**config.mk**
```make
export PLATFORM = sky130hd
export DESIGN_NAME = wpg_rem_pipe
export DESIGN_NICKNAME = d
export VERILOG_FILES = /design/src/rtl/core/wpg_pkg.sv /design/src/rtl/core/wpg_rem_pipe.sv
export SDC_FILE = /design/constraint.sdc
export NUM_CORES = 2
export LEC_CHECK = 0
export BUFFER_PORTS_ARGS = -buffer_cell sky130_fd_sc_hd__buf_2
export CORE_ASPECT_RATIO = 2
export CORE_MARGIN = 10
export CORE_UTILIZATION = 65
export DETAILED_ROUTE_END_ITERATION = 12
export MAX_ROUTING_LAYER = met4
export PLACE_DENSITY = 0.83
export RECOVER_POWER = 50
export SYNTH_ARGS = -nofsm -noshare
export SYNTH_HDL_FRONTEND = slang
export SYNTH_SLANG_ARGS = --single-unit
```
**constraint.sdc**
```tcl
create_clock -name i_clk -period 4.2 [get_ports i_clk]
set_clock_uncertainty 0.2 [all_clocks]
set_input_delay 0.21 -clock i_clk [delete_from_list [all_inputs] [get_ports i_clk]]
set_output_delay 0.21 -clock i_clk [all_outputs]
set_load 0.005 [all_outputs]
```
**src/rtl/core/wpg_pkg.sv**
```systemverilog
// ----------------------------------------------------------------------------
// Windowed pulse train generator - shared definitions
// Register map codes, fixed field widths and the side-band that travels
// alongside the remainder pipeline.
// ----------------------------------------------------------------------------
package wpg_pkg;

    // Fixed field widths
    localparam int PERIOD_W  = 31;
    localparam int DUTY_W    = 18;
    localparam int REG_IDX_W = 3;

    // Register indexes
    localparam logic [REG_IDX_W-1:0] REG_WINDOW_START  = 3'd0;
    localparam logic [REG_IDX_W-1:0] REG_WINDOW_END    = 3'd1;
    localparam logic [REG_IDX_W-1:0] REG_PULSE_PERIOD  = 3'd2;
    localparam logic [REG_IDX_W-1:0] REG_DUTY_FRACTION = 3'd3;
    localparam logic [REG_IDX_W-1:0] REG_PHASE_OFFSET  = 3'd4;
    localparam logic [REG_IDX_W-1:0] REG_AMPLITUDE     = 3'd5;
    localparam logic [REG_IDX_W-1:0] REG_LEVEL_OFFSET  = 3'd6;

    // Travels with each sample through the remainder pipeline
    typedef struct packed {
        logic in_win;
        logic neg;
    } t_side;

endpackage

```
**src/rtl/core/wpg_rem_pipe.sv**
```systemverilog
// ----------------------------------------------------------------------------
// Remainder pipeline
// Restoring remainder of an unsigned magnitude by the period, one dividend
// bit per register stage. All stages advance together on i_en.
// ----------------------------------------------------------------------------
module wpg_rem_pipe #(
    parameter int MAG_W = 33
) (
    input  logic                           i_clk,
    input  logic                           i_rst_n,
    input  logic                           i_en,
    input  logic                           i_valid,
    input  logic [MAG_W-1:0]               i_mag,
    input  wpg_pkg::t_side                 i_side,
    input  logic [wpg_pkg::PERIOD_W-1:0]   i_period,
    output logic                           o_valid,
    output logic [wpg_pkg::PERIOD_W-1:0]   o_rem,
    output wpg_pkg::t_side                 o_side
);

    localparam int PW = wpg_pkg::PERIOD_W;

    logic                 r_v    [MAG_W];
    logic [PW-1:0]        r_rem  [MAG_W];
    logic [MAG_W-1:0]     r_mag  [MAG_W-1];
    wpg_pkg::t_side       r_side [MAG_W];

    logic [PW-1:0]        rem_src [MAG_W];
    logic [MAG_W-1:0]     mag_src [MAG_W];
    logic [PW-1:0]        n_rem   [MAG_W];
    logic [MAG_W-1:0]     n_mag   [MAG_W];

    // stage inputs: first stage from the port, the rest from the previous stage
    always_comb begin
        rem_src[0] = '0;
        mag_src[0] = i_mag;
        for (int k = 1; k < MAG_W; k++) begin
            rem_src[k] = r_rem[k-1];
            mag_src[k] = r_mag[k-1];
        end
    end

    // shift in the next dividend bit, subtract the period when it fits
    always_comb begin
        logic [PW:0] trial;
        trial = '0;
        for (int k = 0; k < MAG_W; k++) begin
            trial = {rem_src[k], mag_src[k][MAG_W-1]};
            if (trial >= {1'b0, i_period}) begin
                n_rem[k] = PW'(trial - {1'b0, i_period});
            end else begin
                n_rem[k] = trial[PW-1:0];
            end
            n_mag[k] = mag_src[k] << 1;
        end
    end

    always_ff @(posedge i_clk) begin
        if (!i_rst_n) begin
            for (int k = 0; k < MAG_W; k++) begin
                r_v[k] <= 1'b0;
            end
        end else if (i_en) begin
            r_v[0] <= i_valid;
            for (int k = 1; k < MAG_W; k++) begin
                r_v[k] <= r_v[k-1];
            end
        end
    end

    always_ff @(posedge i_clk) begin
        if (i_en) begin
            r_side[0] <= i_side;
            for (int k = 0; k < MAG_W; k++) begin
                r_rem[k] <= n_rem[k];
            end
            for (int k = 1; k < MAG_W; k++) begin
                r_side[k] <= r_side[k-1];
            end
            for (int k = 0; k < MAG_W - 1; k++) begin
                r_mag[k] <= n_mag[k];
            end
        end
    end

    assign o_valid = r_v[MAG_W-1];
    assign o_rem   = r_rem[MAG_W-1];
    assign o_side  = r_side[MAG_W-1];

endmodule

```
# Yosys cells after proc, flatten, opt, wreduce, memory -nomap -nowiden
# Memory sizes are Yosys's and may differ from the RTL's.
# Cells that the tools add are included.
[classes]
addsub = 33
n_lt_le_gt_ge = 33
n_mux = 71
n_bitwise = 33
[op_table]
columns = ["cell", "count"]
rows = [
  ["$ge A32 B31 Y1", 32],
  ["$mux W31", 33],
  ["$sub A31 B31 Y31", 32],
  ["$mux W1", 38],
  ["$or A1 B1 Y1", 33],
  ["$ge A1 B31 Y1", 1],
  ["$sub A1 B31 Y31", 1],
]
[word_totals]
reg_bits = 0
mem_bits_rw = 2146
in_bits = 70
output_inout_bits = 34
word_cells = 174
n_memories = 4
[memory_table]
columns = ["name", "depth", "word_bits", "rd", "rd_ports_with_merged_regs", "write_ports", "line", "text"]
rows = [
  ["r_mag", 32, 32, 32, 0, 32, "wpg_rem_pipe.sv:25", "logic [MAG_W-1:0] r_mag [MAG_W-1];"],
  ["r_rem", 33, 31, 33, 0, 33, "wpg_rem_pipe.sv:24", "logic [PW-1:0] r_rem [MAG_W];"],
  ["r_side", 33, 2, 33, 0, 33, "wpg_rem_pipe.sv:26", "wpg_pkg::t_side r_side [MAG_W];"],
  ["r_v", 33, 1, 33, 0, 33, "wpg_rem_pipe.sv:23", "logic r_v [MAG_W];"],
]

# Logic depth before layout (Yosys ltp)
[depth]
depth_word = 4
depth_mapped = 15
ltp_nobuf = 13

# Worst setup path after synthesis
# OpenSTA, ideal clock, no wires.
[synth_path]
path_kind = "input to register"
from = "input port i_period[2] in the netlist's numbering"
to = "memory r_rem[0][759] in the netlist's numbering (data pin)"
setup_time_ns = 0.260
arrival_time_ns = 3.348
required_ns = 3.740
setup_slack_ns = 0.392
cell_stages = 12
n_path_buf = 1
path_cell_list = "inv_1 -> ha_1 -> nor2b_1 -> o31a_1 -> o21ai_1 -> a21boi_1 -> o41ai_4 -> a31oi_1 -> o21a_1 -> a2111oi_4 -> buf_4 -> mux2_2"
[synth_lines]
columns = ["element", "line", "text"]
rows = [
  ["from (decl)", "wpg_rem_pipe.sv:15", "input logic [wpg_pkg::PERIOD_W-1:0] i_period,"],
  ["to (decl)", "wpg_rem_pipe.sv:24", ""],
]

==> results_tabular.tex <==
\begin{tabular}{lr}
\hline
Metric & Value \\
\hline
\multicolumn{2}{l}{\textbf{Worst setup path}} \\
\quad Type of element launching the critical path & flop \\
\quad Bufs and invs on worst path & 2 \\
\quad Most used cell along the critical path & sky130\_fd\_sc\_hd\_\_o21ai\_0 \\
\quad Max Fanout on Critical Path & 21 \\
\quad Required time at the endpoint of the critical path & 4540 ps \\
\quad Sequence of cells on the critical path & inv\_1, ha\_1, fa\_1, nor2b\_1, o21a\_1, o21ai\_0, a21oi\_1, o21ai\_0, o31ai\_2, a41oi\_1, o41a\_2, buf\_4, mux2\_2 \\
\quad CP max-delay cell & sky130\_fd\_sc\_hd\_\_o41a\_2 \\
\quad Crit path kind & reg -> reg \\
\quad CP delay by family, top & compound AO/OA/AOI/OAI gates \\
\quad Critical Path Sink Type & flop \\
\quad Longest individual stage delay on the worst path & 540 ps \\
\quad Worst Path Arrival & about 4400 ps \\
\multicolumn{2}{l}{\textbf{Timing}} \\
\quad Number of failing setup endpoints in the final timing report & 0 \\
\quad Number of max-slew violations in the final report & between 800 and 900 \\
\quad Tmin final & approximately 4100 ps \\
\quad Actual transition at the worst max-transition pin & 3031 ps \\
\quad Setup repair after global routing missed its margin & true \\
\quad Final Hold Vio Count & 0 \\
\quad Worst hold margin & 63.53 ps \\
\quad Max-Slew Margin vs Limit & -102.1\% \\
\quad Final setup TNS & 0 ps \\
\quad Final Cycle Share & a little over nine tenths \\
\quad Maximum operating frequency & 244.0 MHz \\
\multicolumn{2}{l}{\textbf{Placement}} \\
\quad Cell count after placement & 12,920 \\
\quad Number of port buffers & 103 \\
\quad Cell Area, Placed & roughly 120,000 um2 \\
\quad Detailed Place HPWL & 254,600 um \\
\quad Gpl congestion & 1.083 \\
\multicolumn{2}{l}{\textbf{Flow run}} \\
\quad Number of max-cap violations & 13 \\
\multicolumn{2}{l}{\textbf{Yosys}} \\
\quad Synth async-reset ratio & 0\% \\
\quad Synthesized netlist net count & 11,460 \\
\quad Instance count of the mapped netlist & about 10,000 \\
\quad Commonest register cell after synthesis & sky130\_fd\_sc\_hd\_\_edfxtp\_1 \\
\quad Sequential cell area fraction in the yosys report & about 45\% \\
\quad Number of enable flip-flop cells after synthesis & 1,650 \\
\quad Flip-flop and latch count after synthesis & 1,650 \\
\quad Yosys cell types & between 100 and 150 \\
\quad Fraction of synthesized cell area taken by the top area cell type & 44.89\% \\
\quad Average cell area after synthesis & 10.65 um2 \\
\quad Library cell with the largest summed area after synthesis & sky130\_fd\_sc\_hd\_\_edfxtp\_1 \\
\quad Cells taking the most area after synthesis & sky130\_fd\_sc\_hd\_\_edfxtp\_1 (45\%), sky130\_fd\_sc\_hd\_\_ha\_1 (11\%), sky130\_fd\_sc\_hd\_\_a21oi\_1 (4.6\%) \\
\quad Synth Cell Area & 110,400 um2 \\
\quad Synth Warn \# & 0 \\
\multicolumn{2}{l}{\textbf{Detailed routing}} \\
\quad Number of violations reported at the end of detailed-routing iteration 0 & 7,391 \\
\quad Post-DR vias/cell & 6.657 \\
\quad Number of DRC violations after detailed routing & 0 \\
\quad Number of detailed-route iterations in the first pass & 9 \\
\quad Via Count & 88,430 \\
\quad Count of antenna-violating nets left after detailed routing & 0 \\
\quad Post-Route WL & $\sim$350,000 um \\
\quad Wire per inst & 26.01 um \\
\multicolumn{2}{l}{\textbf{Floorplanning}} \\
\quad Starting Density & 65.42\% \\
\quad Row count & 213 \\
\quad Die Area & 187,700 um2 \\
\quad Vertical extent of the die & 602.8 um \\
\quad Horiz. Die Dim & 311.4 um \\
\quad I/O pins & 104 \\
\quad Floorplan Core Area & about 170,000 um2 \\
\multicolumn{2}{l}{\textbf{Clock network}} \\
\quad Root buffer cell & sky130\_fd\_sc\_hd\_\_clkbuf\_16 \\
\quad Setup bufs post-CTS & 0 \\
\quad Clock edge transition at the registers on the reported setup and hold paths & around 60 ps \\
\quad Total number of clock tree sinks & 1,650 \\
\quad CTS tree & yes \\
\quad Max Buffers Root-to-Sink & 4 \\
\quad Number of buffers created by CTS & 159 \\
\quad Later-pin clock latency in the skew report & 850 ps \\
\quad Maximum level of the CTS H-tree & 4 \\
\multicolumn{2}{l}{\textbf{Power}} \\
\quad Leakage & about 49 nW \\
\quad Worst vdd rail ir drop & 0.6051 mV \\
\quad Final Total Pwr & 0.1085 W \\
\quad Power density over cell area & 881.4 nW/um2 \\
\multicolumn{2}{l}{\textbf{GRT}} \\
\quad Vias in the first global route & around 90,000 \\
\quad Aggregate global-route resource usage & between 30\% and 40\% \\
\quad Maximum number of pins on one net before global-route repair & 137 \\
\quad Number of antenna violations at the first check in global routing & 9 \\
\quad Total grt overflow & 0 \\
\quad Wire length of the first global-routing pass & between 500,000 and 600,000 um \\
\multicolumn{2}{l}{\textbf{Layout}} \\
\quad Post-route design area & 123,100 um2 \\
\quad Sequential cell area & 49,550 um2 \\
\quad Area added between synthesis and finish & 11.53\% \\
\quad Final cell count without fillers & around 13,000 \\
\quad Share of layout cells above drive strength 1 & 12.30\% \\
\quad Final \#Nets & approximately 12,000 \\
\quad Area of combinational cells with multiple inputs & 58,480 um2 \\
\quad Filler cells & 11,590 \\
\multicolumn{2}{l}{\textbf{Status}} \\
\quad Violated checks & capacitance limit, slew limit \\
\quad Outcome & finished, violations left \\
\multicolumn{2}{l}{\textbf{Worst hold path}} \\
\quad Worst hold-check path type & in -> reg \\
\hline
\end{tabular}
## flip-flops by register name (all words and copies together) (netlist names)
name    flops
r_mag     528
r_rem    1023
r_v        33
r_side     66
## worst register-to-register path, cell delays in order, from the launching register on
cell                       delay, ps
sky130_fd_sc_hd__edfxtp_1        370
sky130_fd_sc_hd__inv_1            70
sky130_fd_sc_hd__ha_1            220
sky130_fd_sc_hd__fa_1            420
sky130_fd_sc_hd__nor2b_1         140
sky130_fd_sc_hd__o21a_1          130
sky130_fd_sc_hd__o21ai_0         140
sky130_fd_sc_hd__a21oi_1         270
sky130_fd_sc_hd__o21ai_0         210
sky130_fd_sc_hd__o31ai_2         420
sky130_fd_sc_hd__a41oi_1         180
sky130_fd_sc_hd__o41a_2          540
sky130_fd_sc_hd__buf_4           220
sky130_fd_sc_hd__mux2_2          290
## where the power goes
group | switching (W) | internal, W | leakage [nW]
Clock | 0.00660 | 0.00804 | 2.42
Combinational | 0.0342 | 0.0274 | 30.9
Sequential | 0.00492 | 0.0273 | 16.2
## kinds of logic (layout without fill, tap and decap cells)
kind of cell	after synthesis	count (layout)	synth area share, %
multiplexers	451	451	4.685
adder cells (fa/ha/maj)	1026	1026	11.85
AND/OR/NAND/NOR	2558	2558	11.02
AO/OA/AOI/OAI	3239	3239	18.62
other	0	6	0
flip-flops	1650	1650	44.89
buffers and inverters	608	1265	2.334
XOR/XNOR	831	831	6.594
## through the flow
step | worst slack (ps) | util, %
after global routing | -10.33 | 72.97
after global placement | -69.47 | 69.66
after CTS | 39.85 | 73.15
after floorplan | 392.3 | -
after detailed placement | -60.04 | 69.66
final | 100.9 | 72.97
## layout by cell type (no fill, tap or decap), drive strengths merged, types with 162 or more instances in the layout
cell | synthesis | final
nor2 | 670 | 670
clkbuf | 167 | 266
o21ai | 779 | 779
a21oi | 1011 | 1011
xor2 | 315 | 315
edfxtp | 1650 | 1650
ha | 994 | 994
nand4 | 162 | 162
xnor2 | 516 | 516
a21o | 468 | 468
nand2 | 798 | 798
mux2 | 423 | 423
inv | 313 | 316
buf | 128 | 520
## synthesized netlist by cell type, types with 36 or more instances
cell,number
sky130_fd_sc_hd__edfxtp_1,1650
sky130_fd_sc_hd__a21oi_1,1009
sky130_fd_sc_hd__ha_1,994
sky130_fd_sc_hd__nand2_1,796
sky130_fd_sc_hd__o21ai_0,732
sky130_fd_sc_hd__nor2_1,670
sky130_fd_sc_hd__xnor2_1,516
sky130_fd_sc_hd__a21o_1,468
sky130_fd_sc_hd__mux2_2,387
sky130_fd_sc_hd__xor2_1,315
sky130_fd_sc_hd__inv_1,313
sky130_fd_sc_hd__clkbuf_1,167
sky130_fd_sc_hd__nand4_1,162
sky130_fd_sc_hd__nand3_1,159
sky130_fd_sc_hd__o21a_1,149
sky130_fd_sc_hd__o21bai_1,146
sky130_fd_sc_hd__nor2b_1,144
sky130_fd_sc_hd__nand2b_1,142
sky130_fd_sc_hd__nor3_1,140
sky130_fd_sc_hd__and3_1,120
sky130_fd_sc_hd__a31oi_1,101
sky130_fd_sc_hd__a211oi_1,78
sky130_fd_sc_hd__buf_2,73
sky130_fd_sc_hd__o31ai_1,65
sky130_fd_sc_hd__buf_4,44
sky130_fd_sc_hd__o211ai_1,43
sky130_fd_sc_hd__o31a_1,40
sky130_fd_sc_hd__and2_1,37
sky130_fd_sc_hd__o21ai_1,37
sky130_fd_sc_hd__nor4_1,36
## repair_timing
item | 4_1_cts | 5_1_grt
resized for setup | 0 | 3
endpoints found under the hold margin | 334 | 0
endpoints found under the setup margin | 0 | 17
hold buffers | 81 | 0
## per-layer routing
metal / wire, um / track usage, % / part of all wire [%] / vias to the layer above
met5: 0 / - / 0 / -
met3: 20700 / 5.449 / 6.0 / 1658
met4: 38000 / 32.39 / 11 / 0
li1: - / - / - / 40350
met1: 112300 / 34.94 / 33 / 42380
met2: 174500 / 64.39 / 51 / 4039
## cell type report
class                      instances  area share [%]
inverter                         313          0.9544
clock buffer                     192           3.385
tap                             2257           2.294
antenna                            6         0.01220
multi-input combinational       8105           47.50
clock inverter                    85          0.7349
timing repair buffer             675           4.866
sequential                      1650           40.25
## worst paths after layout
kind	from	depth (start not counted)	to	slack (ps)
setup / recovery	r_mag[0][159]$_DFFE_PP_	13	r_rem[0][177]$_DFFE_PP_	100
setup reg to reg	r_mag[0][159]$_DFFE_PP_	13	r_rem[0][177]$_DFFE_PP_	100
hold / removal	i_period[0]	3	r_rem[0][465]$_DFFE_PP_	60
hold reg to reg	r_mag[0][367]$_DFFE_PP_	0	r_mag[0][400]$_DFFE_PP_	200
Power figures use the tool's default switching activity.
